--- config.mk ---
export PLATFORM = sky130hd
export DESIGN_NAME = v3n_div_cell
export DESIGN_NICKNAME = d
export VERILOG_FILES = /design/src/rtl/v3n_pkg.sv /design/src/rtl/v3n_div_cell.sv
export SDC_FILE = /design/constraint.sdc
export NUM_CORES = 1
export LEC_CHECK = 0
export BUFFER_PORTS_ARGS = -buffer_cell sky130_fd_sc_hd__clkbuf_2
export CAP_MARGIN = 20
export CORE_AREA = 2 2 127 129
export DETAILED_ROUTE_END_ITERATION = 10
export DIE_AREA = 0 0 129 131
export PLACE_DENSITY = 0.84
export SLEW_MARGIN = 20
export SYNTH_ARGS = -nofsm -noshare
export SYNTH_HDL_FRONTEND = slang
export SYNTH_SLANG_ARGS = --single-unit
--- constraint.sdc ---
create_clock -name i_clk -period 4.7 [get_ports i_clk]
set_input_delay 0.235 -clock i_clk [delete_from_list [all_inputs] [get_ports i_clk]]
set_output_delay 0.235 -clock i_clk [all_outputs]
set_load 0.02 [all_outputs]
--- src/rtl/v3n_pkg.sv ---
// Package for vec3_normalize: shared width constants.
// No dependencies.
package v3n_pkg;
    localparam int COMP_WIDTH_DEF = 16;
    localparam int UNIT_WIDTH     = 16;
    localparam int UNIT_FRAC      = 14;
endpackage

--- src/rtl/v3n_div_cell.sv ---
// One restoring division step for three quotients sharing a divisor.
// Uses v3n_pkg.
module v3n_div_cell import v3n_pkg::*; #(
    parameter int DW = 17,
    parameter int QW = 15,
    parameter int MW = 16
) (
    input  logic            i_clk,
    input  logic            i_rst_n,
    input  logic            i_vld,
    input  logic [DW-1:0]   i_den,
    input  logic [3*DW-1:0] i_rem,
    input  logic [3*MW-1:0] i_num,
    input  logic [3*QW-1:0] i_quo,
    input  logic [2:0]      i_neg,
    output logic            o_vld,
    output logic [DW-1:0]   o_den,
    output logic [3*DW-1:0] o_rem,
    output logic [3*MW-1:0] o_num,
    output logic [3*QW-1:0] o_quo,
    output logic [2:0]      o_neg
);
    logic [3*DW-1:0] n_rem;
    logic [3*QW-1:0] n_quo;
    logic [3*MW-1:0] n_num;
    logic            r_vld;
    logic [DW-1:0]   r_den;
    logic [3*DW-1:0] r_rem;
    logic [3*MW-1:0] r_num;
    logic [3*QW-1:0] r_quo;
    logic [2:0]      r_neg;

    always_comb begin
        for (int k = 0; k < 3; k++) begin
            logic [DW:0] sh;
            sh = {i_rem[k*DW +: DW], i_num[k*MW + MW-1]};
            n_num[k*MW +: MW] = {i_num[k*MW +: MW-1], 1'b0};
            if (sh >= {1'b0, i_den}) begin
                n_rem[k*DW +: DW] = DW'(sh - {1'b0, i_den});
                n_quo[k*QW +: QW] = {i_quo[k*QW +: QW-1], 1'b1};
            end else begin
                n_rem[k*DW +: DW] = DW'(sh);
                n_quo[k*QW +: QW] = {i_quo[k*QW +: QW-1], 1'b0};
            end
        end
    end

    always_ff @(posedge i_clk) begin
        if (!i_rst_n) begin
            r_vld <= 1'b0;
        end else begin
            r_vld <= i_vld;
        end
        r_den <= i_den;
        r_rem <= n_rem;
        r_num <= n_num;
        r_quo <= n_quo;
        r_neg <= i_neg;
    end

    assign o_vld = r_vld;
    assign o_den = r_den;
    assign o_rem = r_rem;
    assign o_num = r_num;
    assign o_quo = r_quo;
    assign o_neg = r_neg;
endmodule

==> metrics.cfg, run 1 <==
[floorplan]
boundaryPins=332
start_util_pct=42.8
die_area_um2=16900
die_h_um=131
fp.coreArea_um2=15600
row_count=46
die_w_um=129

[clock_network]
clock-sinks=162
htree_levels=4
holdBufCountCts=106
cts_tree=built
clockBufferDepth=2
tritoncts.num_buffers=17
cts-root-buf=clkbuf_16
clk_pin_slew_ps=70
cts_setup_buffers=0
cts-resized-gates=0

[logic_synthesis]
yosys_most_used_dff=dfxtp_1
async_reset_ff_share_pct=0
yosysWarnings=0
synth_seq_cells=162
synth_cell_type_count=64
synth_top_family_by_area=compound AO/OA/AOI/OAI gates
yosysSeqAreaShare_pct=48.6
synth_edf_count=0
synthMuxAreaShare_pct=8.29
syn_avg_cell_area_um2=11.0
synth_compound_gate_area_share_pct=15.7
synth-xor-area-share_pct=4.59
synth_adder_area_share_pct=10.5
synthSimpleGateAreaFrac_pct=8.44
synthCells=607
synth_area_um2=6670

[detailed_routing]
drt_drc_violations_left=0
num_vias=6334
drtIter0Drc=347
drt_wl_total_um=23800
drt_first_pass_iters=5
drtAntennaViolNets=0
viasPerCell=4.97
wl_per_cell_um=18.7

[sta]
fmax_ghz=0.338
setup_violations=0
grt_setup_unrepaired=false
period_share_pct=63.0
tightest_slew_ps=753
hold_violations=0
finalMaxSlewViolations=0
setup_tns_ps=0
relSlewSlack_pct=49.5
period_minus_slack_ps=2960
setup_slack_ps=1740

[run]
maxCapViolations=0

[grt]
grt_pass1_wl_um=34800
antenna_found_initial=1
grt_max_degree=19
grt_usage_pct=27.4
grt_pass1_vias=6424
grt_overflow=0

[run_status]
status=complete, no violations

[hold_path]
min_from=i_den[0]
min_to=o_den[0]$_DFF_P_
min_path_cells=1
hp-class=in2reg

[layout]
multi_input_area_um2=3180
postLayoutCellArea_um2=10100
final_nets=1265
area_delta_synth_final_pct=51.7
drive_gt1_share_pct=39.3
regArea_um2=3240
nFillCells=1240

[critical_path]
startpoint_type=input port
end_kind=flop
startpoint=i_den[4]
crit_fanout=18
crit_type=in2reg
critPathArrivalTime_ps=3270
required_ps=5010

[place]
io_buffers=325
dp_hpwl_um=17800
place_area_um2=8460
gp_congestion=0.886
place_ws_ps=1830

[power_and_ir_drop]
ir_worst_vdd_mv=0.260
p_leak_nw=5.07
power.density_nw_per_um2=393

[worst max-delay path, stage by stage]
cell,delay [ps]
dlygate4sd3_1,540
clkbuf_2,110
inv_1,100
ha_1,410
nand4_1,230
nor2b_1,270
nor3_1,90
o221a_2,350
o21ai_4,530
mux2_2,410
[final cells by class]
type,count,share of cell area (%)
flip-flops and latches,162,32.1
clock inverters,14,1.56
clock buffers,18,4.34
diodes,1,0.0247
well taps,216,2.67
multi-input cells,396,31.4
repair buffers,431,26.6
inverters,36,1.36
[logic make-up (layout without fill, tap and decap cells)]
logic type,after synthesis,after routing
XOR/XNOR,35,35
AND/OR/NAND/NOR,107,107
buffers and inverters,51,499
adder cells (fa/ha/maj),54,54
flip-flops,162,162
other,1,4
multiplexers,46,46
AO/OA/AOI/OAI,151,151
[state kept, by name, indices dropped and copies added, names as in the netlist]
signal / count
o_rem: 51
o_num: 45
o_quo: 45
o_den: 17
o_neg: 3
o_vld: 1
[metal layers]
layer  global-route usage, %  share of wire [%]  wire, µm
met1                    32.2                 41      9700
met2                    45.4                 47     11200
met3                    8.06                7.4      1770
met4                    14.5                4.7      1120
met5                       0              0.055        13
[Yosys cell counts, types with 7 or more instances]
| library cell | count | area [µm²] |
|---|---|---|
| dfxtp_1 | 162 | 3240 |
| ha_1 | 51 | 638 |
| a21oi_1 | 37 | 185 |
| inv_1 | 35 | 131 |
| mux2_2 | 30 | 338 |
| o21ai_0 | 27 | 135 |
| a21o_1 | 24 | 180 |
| nand2_1 | 22 | 82.6 |
| nor2_1 | 20 | 75.1 |
| xor2_1 | 19 | 166 |
| xnor2_1 | 16 | 140 |
| nand3_1 | 14 | 70.1 |
| nand4_1 | 13 | 81.3 |
| mux2_4 | 11 | 165 |
| o21a_1 | 8 | 60.1 |
| a211oi_1 | 7 | 52.6 |
| and3_1 | 7 | 43.8 |
[through the flow]
step           hold slack, ps  std cells  power (mW)  utilization [%]
4_1_cts                  36.6       1273        4.00             64.8
3_3_place_gp              337       1135        2.51             54.2
6_report                 49.0       1274        3.97             64.9
3_5_place_dp              339       1135        2.53             54.2
5_1_grt                  31.9       1273        4.15             64.8
2_1_floorplan             263        609        2.20                -
[where the power goes]
group	total, mW	switching [mW]	internal, mW
combinational	1.02	0.581	0.440
clock	1.39	0.659	0.731
sequential	1.56	0.0441	1.52
[worst max path at each step]
| stage | slack, ps | cells after the start | end |
|---|---|---|---|
| floorplan | 2210 | 12 | o_rem[40]$_DFF_P_ |
| global placement | 1880 | 10 | o_rem[4]$_DFF_P_ |
| detailed placement | 1830 | 10 | o_rem[16]$_DFF_P_ |
| CTS | 1770 | 10 | o_rem[24]$_DFF_P_ |
| global route | 1570 | 10 | o_rem[3]$_DFF_P_ |
| finish | 1740 | 10 | o_rem[19]$_DFF_P_ |
[cell usage in the layout (no fill, tap or decap), types with 8 or more instances in the layout]
cell type and n:
xor2_1 19, clkbuf_2 325, nor2_1 20, mux2_4 11
a21o_1 24, a21oi_1 37, inv_1 35, dfxtp_1 162
nand2_1 22, mux2_2 30, xnor2_1 16, o21a_1 8
dlygate4sd3_1 106, ha_1 51, o21ai_0 27, nand3_1 14
nand4_1 13, clkbuf_16 17
Note: power is estimated with default switching activity, not from simulation.
==> inputs of run 2 (changes only) <==
--- a/config.mk
+++ b/config.mk
@@ -7,10 +7,10 @@
 export LEC_CHECK = 0
 export BUFFER_PORTS_ARGS = -buffer_cell sky130_fd_sc_hd__clkbuf_2
 export CAP_MARGIN = 20
-export CORE_AREA = 2 2 127 129
+export CORE_AREA = 2 2 128 130
 export DETAILED_ROUTE_END_ITERATION = 10
-export DIE_AREA = 0 0 129 131
-export PLACE_DENSITY = 0.84
+export DIE_AREA = 0 0 130 132
+export PLACE_DENSITY = 0.83
 export SLEW_MARGIN = 20
 export SYNTH_ARGS = -nofsm -noshare
 export SYNTH_HDL_FRONTEND = slang
==> constraint.sdc (replaced) <==
create_clock -name i_clk -period 3.1 [get_ports i_clk]
set_input_delay 0.155 -clock i_clk [delete_from_list [all_inputs] [get_ports i_clk]]
set_output_delay 0.155 -clock i_clk [all_outputs]
set_load 0.02 [all_outputs]
==> run 2 against run 1 <==
  * Worst hold slack worse by 35 ps
  * Critical endpoint is now o_rem[9]$_DFF_P_
  * Highest routed layer is now met4
  * Global-route usage up 1.4 points
  * Final cell count up 3.8%
  * Sequential share of layout area down 1.5 points
==> metrics.cfg, run 2 (synthesized netlist as in run 1, its figures left out) <==
[sta]
finalMaxSlewViolations=0  ; unchanged
fmax_ghz=0.341
whs_ps=13.6  ; -35.4 ps
setup_violations=0  ; unchanged
period_share_pct=94.6
relSlewSlack_pct=49.3  ; -0.18 points
period_minus_slack_ps=2930
tightest_slew_ps=755  ; +2.62 ps
setup_tns_ps=0  ; unchanged
hold_violations=0  ; unchanged
grt_setup_unrepaired=false

[grt]
grt_overflow=0  ; unchanged
grt_max_degree=19  ; unchanged
grt_usage_pct=28.8  ; +1.4 points
grt_pass1_wl_um=37500  ; +7.6%
antenna_found_initial=0  ; -1
grt_pass1_vias=6784  ; +5.6%

[critical_path]
crit_fanout=18  ; unchanged
crit_type=in2reg
end_kind=flop
required_ps=3430  ; -1580 ps
critPathArrivalTime_ps=3260  ; about the same
startpoint_type=input port

[layout]
antenna_cells=0  ; -1
postLayoutCellArea_um2=10600  ; +4.9%
post-route-util_pct=67.5  ; +2.7 points
layout_commonest_cell=clkbuf_2
drive_gt1_share_pct=37.7  ; -1.6 points
largest_reg_flops=51  ; unchanged
final_nets=1315  ; +4.0%
area_delta_synth_final_pct=59.0
final_cell_mix=clkbuf_2, dfxtp_1, dlygate4sd3_1
nFillCells=1186  ; -4.4%

[hold_path]
hp-class=in2reg

[detailed_routing]
num_vias=6613  ; +4.4%
drt_first_pass_iters=5  ; unchanged
top_layer=met4
drt_drc_violations_left=0  ; unchanged
drt_wl_total_um=25200  ; +6.0%
wl_per_cell_um=19.1  ; +2.1%
viasPerCell=5.00  ; +0.54%
wl_met2_um=12100  ; +8.4%
drtAntennaViolNets=0  ; unchanged
drtIter0Drc=283  ; -18%
wl_met1_um=9830  ; +1.3%
wl_met3_um=1990  ; +13%

[power_and_ir_drop]
clockPowerShare_pct=34.7  ; -0.3 points
p_leak_nw=5.28  ; +4.2%
power.density_nw_per_um2=575  ; +46%
ir_worst_vdd_mv=0.417  ; +60%
switchingPower_mw=1.99  ; +55%
p_comb_share_pct=26.5  ; +0.8 points
p_int_mw=4.12  ; +53%
netSwitchingFraction_pct=32.5  ; +0.22 points
seq_power_share_pct=38.9  ; -0.4 points

[floorplan]
die_w_um=130  ; +0.78%
die_h_um=132  ; +0.76%
boundaryPins=332  ; unchanged
die_area_um2=17200  ; +1.5%
fp.coreArea_um2=15700  ; +0.74%
row_count=46  ; unchanged
start_util_pct=42.5  ; -0.31 points

[clock_network]
cts-resized-gates=0  ; unchanged
htree_levels=4  ; unchanged
cts-root-buf=clkbuf_16
clock-sinks=162  ; unchanged
clockBufferDepth=2  ; unchanged
cts_setup_buffers=0  ; unchanged
cts_tree=built
tritoncts.num_buffers=17  ; unchanged
clk_pin_slew_ps=80  ; about the same

[place]
gp_congestion=0.887  ; about the same
io_buffers=325  ; unchanged
place_area_um2=8470  ; +0.18%
dp_hpwl_um=17700  ; -0.63%

[run]
maxCapViolations=0  ; unchanged

[run_status]
status=complete, no violations

==> run 2: metrics by stage <==
stage / setup slack (ps) / power, mW / instances
after floorplan: 685 / 3.34 / 609
after global placement: 401 / 3.81 / 1137
after detailed placement: 330 / 3.83 / 1137
after CTS: 240 / 6.10 / 1323
after global routing: 58.9 / 6.33 / 1323
final: 167 / 6.10 / 1323
==> run 2: repair_timing <==
item / CTS / global route
hold buffers: 154 / 0
endpoints found under the hold margin: 153 / 0
setup endpoints to repair: 0 / 0
==> run 2: worst paths after layout <==
path | start | endpoint | slack [ps] | cells past startpoint
worst max-delay path | i_den[0] | o_rem[9]$_DFF_P_ | 170 | 11
worst min-delay path | i_rem[40] | o_rem[41]$_DFF_P_ | 10 | 3
==> run 2: power groups by stage <==
stage | clock [mW] | sequential (mW) | combinational [mW]
floorplan | 0 | 2.69 | 0.651
global route | 2.22 | 2.39 | 1.72
detailed placement | 0 | 2.41 | 1.42
global placement | 0 | 2.41 | 1.41
CTS | 2.14 | 2.37 | 1.59
finish | 2.11 | 2.37 | 1.62
==> run 2: final cells by class <==
| class | instances | area, µm² | share of cell area [%] |
|---|---|---|---|
| timing repair buffer | 481 | 3180 | 30.0 |
| clock inverter | 14 | 158 | 1.49 |
| clock buffer | 18 | 439 | 4.14 |
| inverter | 36 | 138 | 1.30 |
| sequential | 162 | 3240 | 30.6 |
| tap | 216 | 270 | 2.55 |
| multi-input combinational | 396 | 3180 | 30.0 |
==> run 2: layer usage <==
layer  track usage [%]  up-vias
li1                  -     3148
met1              32.6     3080
met2              48.4      319
met3              8.81       66
met4              14.8        0
met5                 0        -
==> run 2: worst max-delay path, stage by stage <==
cell           delay, ps
dlygate4sd3_1        540
clkbuf_2             200
ha_1                 200
inv_1                 50
fa_1                 400
a21oi_1              250
o211ai_1             140
a21oi_2              320
a211o_1              280
and2_4               340
mux2_2               370
