**src/rtl/v3n_pkg.sv**
```systemverilog
// Package for vec3_normalize: shared width constants.
// No dependencies.
package v3n_pkg;
    localparam int COMP_WIDTH_DEF = 16;
    localparam int UNIT_WIDTH     = 16;
    localparam int UNIT_FRAC      = 14;
endpackage

```
**src/rtl/v3n_sqrt_cell.sv**
```systemverilog
// One restoring square root step: one root bit per cell.
// Uses v3n_pkg.
module v3n_sqrt_cell import v3n_pkg::*; #(
    parameter int SW  = 34,
    parameter int RW  = 17,
    parameter int MW  = 16,
    parameter int IDX = 0
) (
    input  logic                 i_clk,
    input  logic                 i_rst_n,
    input  logic                 i_vld,
    input  logic [SW-1:0]        i_rem,
    input  logic [RW-1:0]        i_root,
    input  logic [3*MW+2:0]      i_side,
    output logic                 o_vld,
    output logic [SW-1:0]        o_rem,
    output logic [RW-1:0]        o_root,
    output logic [3*MW+2:0]      o_side
);
    logic [SW+1:0] trial;
    logic [SW+1:0] remx;
    logic          take;
    logic [SW-1:0] n_rem;
    logic [RW-1:0] n_root;
    logic          r_vld;
    logic [SW-1:0] r_rem;
    logic [RW-1:0] r_root;
    logic [3*MW+2:0] r_side;

    always_comb begin
        trial  = (SW+2)'({i_root, 2'b01}) << (2*IDX);
        remx   = (SW+2)'(i_rem);
        take   = remx >= trial;
        n_rem  = take ? SW'(remx - trial) : i_rem;
        n_root = take ? RW'({i_root, 1'b1}) : RW'({i_root, 1'b0});
    end

    always_ff @(posedge i_clk) begin
        if (!i_rst_n) begin
            r_vld <= 1'b0;
        end else begin
            r_vld <= i_vld;
        end
        r_rem  <= n_rem;
        r_root <= n_root;
        r_side <= i_side;
    end

    assign o_vld  = r_vld;
    assign o_rem  = r_rem;
    assign o_root = r_root;
    assign o_side = r_side;
endmodule

```
**config.mk**
```make
export PLATFORM = sky130hd
export DESIGN_NAME = v3n_sqrt_cell
export DESIGN_NICKNAME = d
export VERILOG_FILES = /design/src/rtl/v3n_pkg.sv /design/src/rtl/v3n_sqrt_cell.sv
export SDC_FILE = /design/constraint.sdc
export NUM_CORES = 1
export LEC_CHECK = 0
export BUFFER_PORTS_ARGS = -buffer_cell sky130_fd_sc_hd__buf_2
export CAP_MARGIN = 20
export CORE_MARGIN = 2
export CORE_UTILIZATION = 40
export CTS_BUF_LIST = sky130_fd_sc_hd__clkbuf_2
export DETAILED_ROUTE_END_ITERATION = 6
export PLACE_DENSITY = 0.83
export SYNTH_ARGS = -nofsm -noshare
export SYNTH_HDL_FRONTEND = slang
export SYNTH_SLANG_ARGS = --single-unit
```
**constraint.sdc**
```tcl
create_clock -name i_clk -period 2.5 [get_ports i_clk]
set_input_delay 0.125 -clock i_clk [delete_from_list [all_inputs] [get_ports i_clk]]
set_output_delay 0.125 -clock i_clk [all_outputs]
set_load 0.005 [all_outputs]
```
==> results_dict.tcl, run 1 <==
set metrics [dict create \
    worst_ep_required_time_ps 2980 \
    fillers 670 \
    synth_compound_area_frac 0.112 \
    placedInstanceArea_um2 5090 \
    critPathMaxFanout 4 \
    hold_slack_ps 49.3 \
    cts_tree "yes" \
    register_area_um2 2060 \
    worstSetupPathType "in2reg" \
    end_kind "register" \
    max_slew_margin 0.656 \
    multi_input_area_um2 1550 \
    cts_buffer_depth 2 \
    synthCells 365 \
    dp.cells 707 \
    first_global_vias 4262 \
    period_share 0.993 \
    drv_slew 0 \
    final_area_um2 6300 \
    pwr_density_cell_nw_per_um2 545 \
    die_y_um 100 \
    finalNetCount 837 \
    diodes 0 \
    root_buffer "clkbuf_2" \
    cp.arrival_ps 2960 \
    synthDominantCellAreaShare 0.557 \
    muxShareOfSynthArea 0.00811 \
    portBuffers 207 \
    synthAdderAreaFrac 0.0642 \
    ys_ff_latch 103 \
    synthFlopType "dfxtp_1" \
    wl_um 14000 \
    p_leak_nw 3.07 \
    routedWlPerCell_um 16.9 \
    worst_setup_path_start_kind "input pin" \
    dr.pass1.iters 4 \
    grt-ovfl-total 0 \
    syn_avg_cell_area_um2 10.2 \
    drt_iter0_markers 115 \
    hold_viol_final 0 \
    status "finished clean" \
    track_usage 0.269 \
    finalNonFillerCells 829 \
    synth_area_um2 3700 \
    drv_cap 0 \
    vias_per_cell 4.92 \
    area_growth_pct 70.0 \
    synth_top_family_by_area "simple AND/OR/NAND/NOR gates" \
    fmax_ghz 0.403 \
    synthSimpleGateAreaFrac 0.144 \
    num_rows 35 \
    cts.sinks 103 \
    peakVddDrop_v 0.000349 \
    antenna_found_initial 0 \
    core-area_um2 9110 \
    numCtsBuffers 9 \
    setup_tns_ps 0 \
    vias 4077 \
    total_power_mw 3.44 \
    antenna_left 0 \
    pin_count 208 \
    tightest_slew_ps 511 \
    setup_viol 0 \
    synthArstFlopShare 0 \
    initial_core_util 0.407 \
    synth.area.top_cells "dfxtp_1, ha_1, a21oi_1" \
    place_congestion 0.868 \
    yosys_warnings 0 \
    finalCriticalPeriod_ps 2480 \
    synthXorXnorAreaFrac 0.0780 \
    grt_max_degree 23 \
    dp_hpwl_um 8920 \
    synth_cell_types 41 \
    drc 0 \
    seq_area_frac_synth 0.557 \
    synth_top_area_cell "dfxtp_1" \
    synth_edf_count 0 \
    clk_pin_slew_ps 290 \
    drive_gt1_frac 0.387 \
    die_area_um2 10000 \
    grt_pass1_wl_um 20900 \
    hp-class "in2reg" \
    synth_nets 489 \
    h-tree-depth 3 \
    die_w_um 100 \
]
## cell families after synthesis
family	Yosys count
AND/OR/NAND/NOR	106
flip-flops	103
AO/OA/AOI/OAI	71
XOR/XNOR	33
buffers and inverters	31
adder cells (fa/ha/maj)	19
multiplexers	2
## critical path: stages
cell and delay [ps]:
dlygate4sd3_1 530, buf_2 130, or3_4 350, or4_4 430
a211o_1 270, or4b_4 550, nand4_1 180, buf_4 170
nor3_1 60, xor2_1 160
## cell type report
class,instances,share of cell area
clock inverters,7,0.0101
clock buffers,9,0.00715
inverters,19,0.0113
repair buffers,348,0.376
flip-flops and latches,103,0.327
multi-input cells,232,0.246
well taps,111,0.0220
## metal layers
layer | vias up | global-route usage | part of all wire
met2 | 197 | 0.486 | 0.51
met4 | 0 | 0.155 | 0.050
met5 | - | 0 | 0
met3 | 61 | 0.0710 | 0.069
li1 | 1936 | - | -
met1 | 1883 | 0.279 | 0.37
## timing repair
action | CTS | global route
buffers inserted | 0 | 2
setup endpoints to repair | 0 | 24
resized for setup | 0 | 11
hold buffers | 103 | 0
hold endpoints to repair | 102 | 0
## cell usage in the layout (no fill, tap or decap), types with 4 or more instances in the layout
| master | instances |
|---|---|
| o21ai_0 | 17 |
| xor2_1 | 17 |
| buf_4 | 37 |
| nand2b_1 | 6 |
| nor3_1 | 11 |
| inv_1 | 19 |
| dlygate4sd3_1 | 101 |
| a21oi_1 | 35 |
| dfxtp_1 | 103 |
| ha_1 | 19 |
| xnor2_1 | 16 |
| clkbuf_2 | 9 |
| nor2_1 | 38 |
| nand4_1 | 8 |
| o211ai_1 | 6 |
| buf_2 | 207 |
| nand3_1 | 4 |
| nand2_1 | 15 |
## flip-flops by register name, indices dropped and copies added (netlist names)
signal,flops
o_vld,1
o_rem,34
o_side,51
o_root,17
## through the flow
stage,utilization,setup slack (ps)
after floorplan,-,14.0
after global placement,0.559,-109
after detailed placement,0.559,-139
after CTS,0.684,6.34
after global routing,0.692,-21.6
final,0.692,17.6
## power by group
group	switching (mW)	internal (mW)	total, mW
clock network	0.598	0.159	0.756
registers	0.0441	1.79	1.84
logic	0.386	0.457	0.843
total	1.03	2.41	3.44
## cell usage after synthesis (3+ instances only)
cell,n
dfxtp_1,103
xnor2_1,16
inv_1,19
or3_1,3
nand3_1,4
nor2_1,40
a21oi_1,35
o211ai_1,6
o21a_1,3
nor4_1,4
nand2b_1,6
nand4_1,8
xor2_1,17
o21ai_0,17
nor3_1,11
ha_1,19
clkbuf_1,8
buf_6,3
nand2_1,15
## path summary, 6_finish.rpt
check | slack [ps] | depth (start not counted) | endpoint | startpoint
setup / recovery | 20 | 10 | o_rem[32]$_DFF_P_ | i_rem[30]
hold / removal | 50 | 4 | o_rem[31]$_DFF_P_ | i_rem[31]
No activity file was read; power rests on OpenSTA's default activity.
==> run 2, diff against run 1 <==
- ABC_CLOCK_PERIOD_IN_PS: unset -> 2500
- GPL_TIMING_DRIVEN: unset -> 0
- PLACE_DENSITY: 0.83 -> unset
- PLACE_DENSITY_LB_ADDON: unset -> 0.12
==> results_dict.tcl, run 2 (synthesis gave the netlist of run 1 again) <==
set metrics [dict create \
    drive_gt1_frac 0.343 \
    finalCriticalPeriod_ps 2450 \
    drt_iter0_markers 134 \
    critPathMaxFanout 10 \
    finalNetCount 814 \
    die_area_um2 10000 \
    grt_pass1_wl_um 17400 \
    cts.sinks 103 \
    peakVddDrop_v 0.000289 \
    dp_hpwl_um 7360 \
    period_share 0.978 \
    area_growth_pct 63.5 \
    p_comb_frac 0.230 \
    hold_start "i_rem[0]" \
    vias_per_cell 4.70 \
    final_common_cell "buf_2" \
    netSwitchingFraction 0.287 \
    worstSetupPathType "in2reg" \
    die_y_um 100 \
    h-tree-depth 3 \
    p_leak_nw 2.90 \
    fmax_ghz 0.409 \
    clockPowerShare 0.216 \
    grt_max_degree 19 \
    antenna_left 0 \
    drv_cap 0 \
    first_global_vias 3717 \
    worst_ep_required_time_ps 2960 \
    dr.pass1.iters 4 \
    pwr_density_cell_nw_per_um2 543 \
    hold_viol_final 0 \
    initial_core_util 0.407 \
    cp.arrival_ps 2900 \
    worstPathCellList "dlygate4sd3_1 > buf_2 > ha_1 > nand4_1 > nor4_1 > a211o_1 > or4b_1 > and2_4 > buf_6 > mux2_4" \
    num_rows 35 \
    antenna_found_initial 0 \
    worst_setup_path_start_kind "input pin" \
    drc 0 \
    max_slew_margin 0.605 \
    worst_slack_ps 53.8 \
    postLayoutCoreUtil 0.665 \
    setup_viol 0 \
    holdPathStages 5 \
    clk_pin_slew_ps 250 \
    final_area_um2 6060 \
    wl_um 11200 \
    seqPwrFrac 0.554 \
    p_switching_uw 942 \
    slowest_stage "or4b_1" \
    cp_top_family "simple AND/OR/NAND/NOR gates" \
    max_stage_delay_ps 560 \
    mostFrequentLayoutCells "buf_2, dlygate4sd3_1, dfxtp_1, nor2_1, a21oi_1" \
    die_w_um 100 \
    track_usage 0.217 \
    cts_tree "yes" \
    routedWlPerCell_um 13.9 \
    grt-ovfl-total 0 \
    tightest_slew_ps 578 \
    place_ws_ps -250 \
    cts_buffer_depth 2 \
    vias 3781 \
    crit_buf_inv 3 \
    place_congestion 0.837 \
    min_to "o_rem[3]$_DFF_P_" \
    internal-power_mw 2.35 \
    largest_reg_flops 51 \
    diodes 0 \
    core-area_um2 9110 \
    placedInstanceArea_um2 4880 \
    grt_setup_unrepaired "true" \
    numCtsBuffers 9 \
    hp-class "in2reg" \
    end_kind "register" \
    portBuffers 207 \
    pin_count 208 \
    drv_slew 0 \
    status "finished clean" \
    root_buffer "clkbuf_2" \
]
## run 2: cell count changes in the layout (fill, tap and decap cells not counted), sizes merged
cell / before / now
clkinvlp: 1 / 2
inv: 23 / 21
dlymetal6s4s: 2 / 0
buf: 245 / 213
and2: 3 / 2
dlygate4sd3: 101 / 105
clkbuf: 9 / 17
## run 2: cell type report
class	instances	area, µm²
buffer	12	68.8
timing repair buffer	314	2100
inverter	19	71.3
sequential	103	2060
multi-input combinational	231	1510
fill	741	3050
clock buffer	9	45.0
clock inverter	6	55.1
tap	111	139
## run 2: timing repair
action,CTS,global route
buffers inserted,0,2
gates resized for setup,0,3
hold endpoints to repair,102,0
hold buffers,105,0
endpoints found under the setup margin,0,14
## run 2: worst max-delay path by stage
| stage | start | endpoint | cells past startpoint |
|---|---|---|---|
| floorplan | i_rem[28] | o_rem[4]$_DFF_P_ | 7 |
| global placement | i_rem[28] | o_rem[9]$_DFF_P_ | 10 |
| detailed placement | i_root[12] | o_rem[28]$_DFF_P_ | 10 |
| CTS | i_rem[1] | o_rem[28]$_DFF_P_ | 11 |
| global route | i_rem[16] | o_rem[12]$_DFF_P_ | 12 |
| finish | i_rem[17] | o_rem[4]$_DFF_P_ | 10 |
## run 2: per-layer routing
layer / vias to the layer above / share of wire / track usage
li1: 1899 / - / -
met1: 1732 / 0.42 / 0.255
met2: 133 / 0.51 / 0.392
met3: 17 / 0.057 / 0.0494
met4: 0 / 0.015 / 0.0685
met5: - / 0 / 0
## run 2: power by group through the flow
stage | clock network, mW | registers, mW | logic, mW
after global placement | 0 | 1.85 | 0.607
after CTS | 0.747 | 1.82 | 0.745
after detailed placement | 0 | 1.85 | 0.612
after floorplan | 0 | 1.88 | 0.285
after global routing | 0.810 | 1.84 | 0.834
final | 0.710 | 1.82 | 0.757
## run 2: through the flow
stage	power (mW)	hold slack (ps)	setup TNS (ps)	std cells
global placement	2.45	228	-5130	683
floorplan	2.16	153	0	365
finish	3.29	61.0	0	805
CTS	3.31	17.3	0	803
detailed placement	2.46	229	-5530	683
global route	3.48	16.4	-20.4	805
==> run 3, diff against run 2 <==
- GPL_TIMING_DRIVEN: 0 -> unset
==> results_dict.tcl, run 3 (synthesis gave the netlist of run 1 again) <==
set metrics [dict create \
    track_usage 0.220 \
    pwr_density_cell_nw_per_um2 545 \
    finalNetCount 831 \
    die_area_um2 10000 \
    vias 3796 \
    setup_viol 0 \
    status "finished clean" \
    hold_slack_ps 61.7 \
    drive_gt1_frac 0.371 \
    first_global_vias 3836 \
    grt-ovfl-total 0 \
    slowest_stage "or4b_1" \
    largest_reg_flops 51 \
    area_growth_pct 67.5 \
    hold_start "i_rem[30]" \
    worstPathCellList "dlygate4sd3_1 > buf_2 > or3_1 > or4_4 > a211o_1 > or4b_1 > and2_4 > buf_4 > nor2_1 > a21oi_1" \
    cp-startpoint "i_rem[29]" \
    initial_core_util 0.407 \
    drc 0 \
    grt_pass1_wl_um 17500 \
    worst_setup_path_start_kind "input pin" \
    holdPathStages 5 \
    portBuffers 207 \
    cp.arrival_ps 2950 \
    peakVddDrop_v 0.000328 \
    routedWlPerCell_um 14.0 \
    worst_ep_required_time_ps 2960 \
    vias_per_cell 4.61 \
    grt_max_degree 20 \
    h-tree-depth 3 \
    final_common_cell "buf_2" \
    drv_slew 0 \
    cts_tree "yes" \
    num_rows 35 \
    total_power_mw 3.38 \
    hp-class "in2reg" \
    die_w_um 100 \
    max_slew_margin 0.692 \
    worstSetupPathType "in2reg" \
    period_share 0.998 \
    drt_iter0_markers 86 \
    pin_count 208 \
    place_congestion 0.875 \
    p_leak_nw 3.02 \
    end_kind "register" \
    final_area_um2 6210 \
    root_buffer "clkbuf_2" \
    die_y_um 100 \
    numCtsBuffers 9 \
    hold_viol_final 0 \
    grt_setup_unrepaired "false" \
    critPathMaxFanout 19 \
    dp_hpwl_um 7700 \
    antenna_found_initial 0 \
    mostFrequentLayoutCells "buf_2, dlygate4sd3_1, dfxtp_1, nor2_1, a21oi_1" \
    placedInstanceArea_um2 5050 \
    dr.pass1.iters 4 \
    finalNonFillerCells 823 \
    dp.cells 703 \
    diodes 0 \
    min_to "o_rem[33]$_DFF_P_" \
    fmax_ghz 0.401 \
    antenna_left 0 \
    cts.sinks 103 \
    clk_pin_slew_ps 290 \
    core-area_um2 9110 \
    cts_buffer_depth 2 \
    max_stage_delay_ps 560 \
    finalCriticalPeriod_ps 2490 \
    wl_um 11500 \
    drv_cap 0 \
    tightest_slew_ps 460 \
]
==> run 3: through the flow <==
| step | setup TNS (ps) | setup slack, ps | util |
|---|---|---|---|
| floorplan | 0 | 14.0 | - |
| global placement | -1990 | -110 | 0.555 |
| detailed placement | -3280 | -160 | 0.555 |
| CTS | 0 | 35.5 | 0.680 |
| global route | 0 | 1.04 | 0.681 |
| finish | 0 | 6.21 | 0.681 |
==> run 3: worst max path at each step <==
stage	endpoint	cells past startpoint
after CTS	o_rem[24]$_DFF_P_	9
after detailed placement	o_rem[24]$_DFF_P_	8
final	o_rem[13]$_DFF_P_	10
after global routing	o_rem[33]$_DFF_P_	11
after global placement	o_rem[24]$_DFF_P_	8
after floorplan	o_rem[4]$_DFF_P_	7
==> run 3: per-layer routing <==
| metal | track usage | wire length (µm) | vias to the layer above |
|---|---|---|---|
| met3 | 0.0522 | 727 | 10 |
| met2 | 0.422 | 6060 | 127 |
| met1 | 0.241 | 4610 | 1725 |
| met4 | 0.0580 | 121 | 0 |
| met5 | 0 | 0 | - |
| li1 | - | - | 1934 |
==> run 3: report_power, final <==
part	internal (mW)	leakage [nW]	total [mW]	switching, mW
Sequential	1.79	0.869	1.83	0.0353
Clock	0.161	0.0699	0.757	0.596
Combinational	0.448	2.08	0.802	0.354
Total	2.40	3.02	3.38	0.986
==> run 3: timing repair <==
action | CTS | global route
gates resized for setup | 0 | 3
setup endpoints to repair | 0 | 8
hold buffers | 103 | 0
setup buffers | 0 | 1
hold endpoints to repair | 102 | 0
==> run 3: area by class of cell <==
type,instances,area (µm²)
Clock buffer,9,45.0
Sequential cell,103,2060
Tap cell,111,139
Inverter,19,71.3
Fill cell,709,2900
Clock inverter,7,63.8
Multi-Input combinational cell,231,1510
Timing Repair Buffer,343,2310
==> run 3: worst max-delay path: cells and delay by family <==
family	cells	cell delay [ps]
simple gates	5	1650
compound gates	2	320
buf+inv	3	850
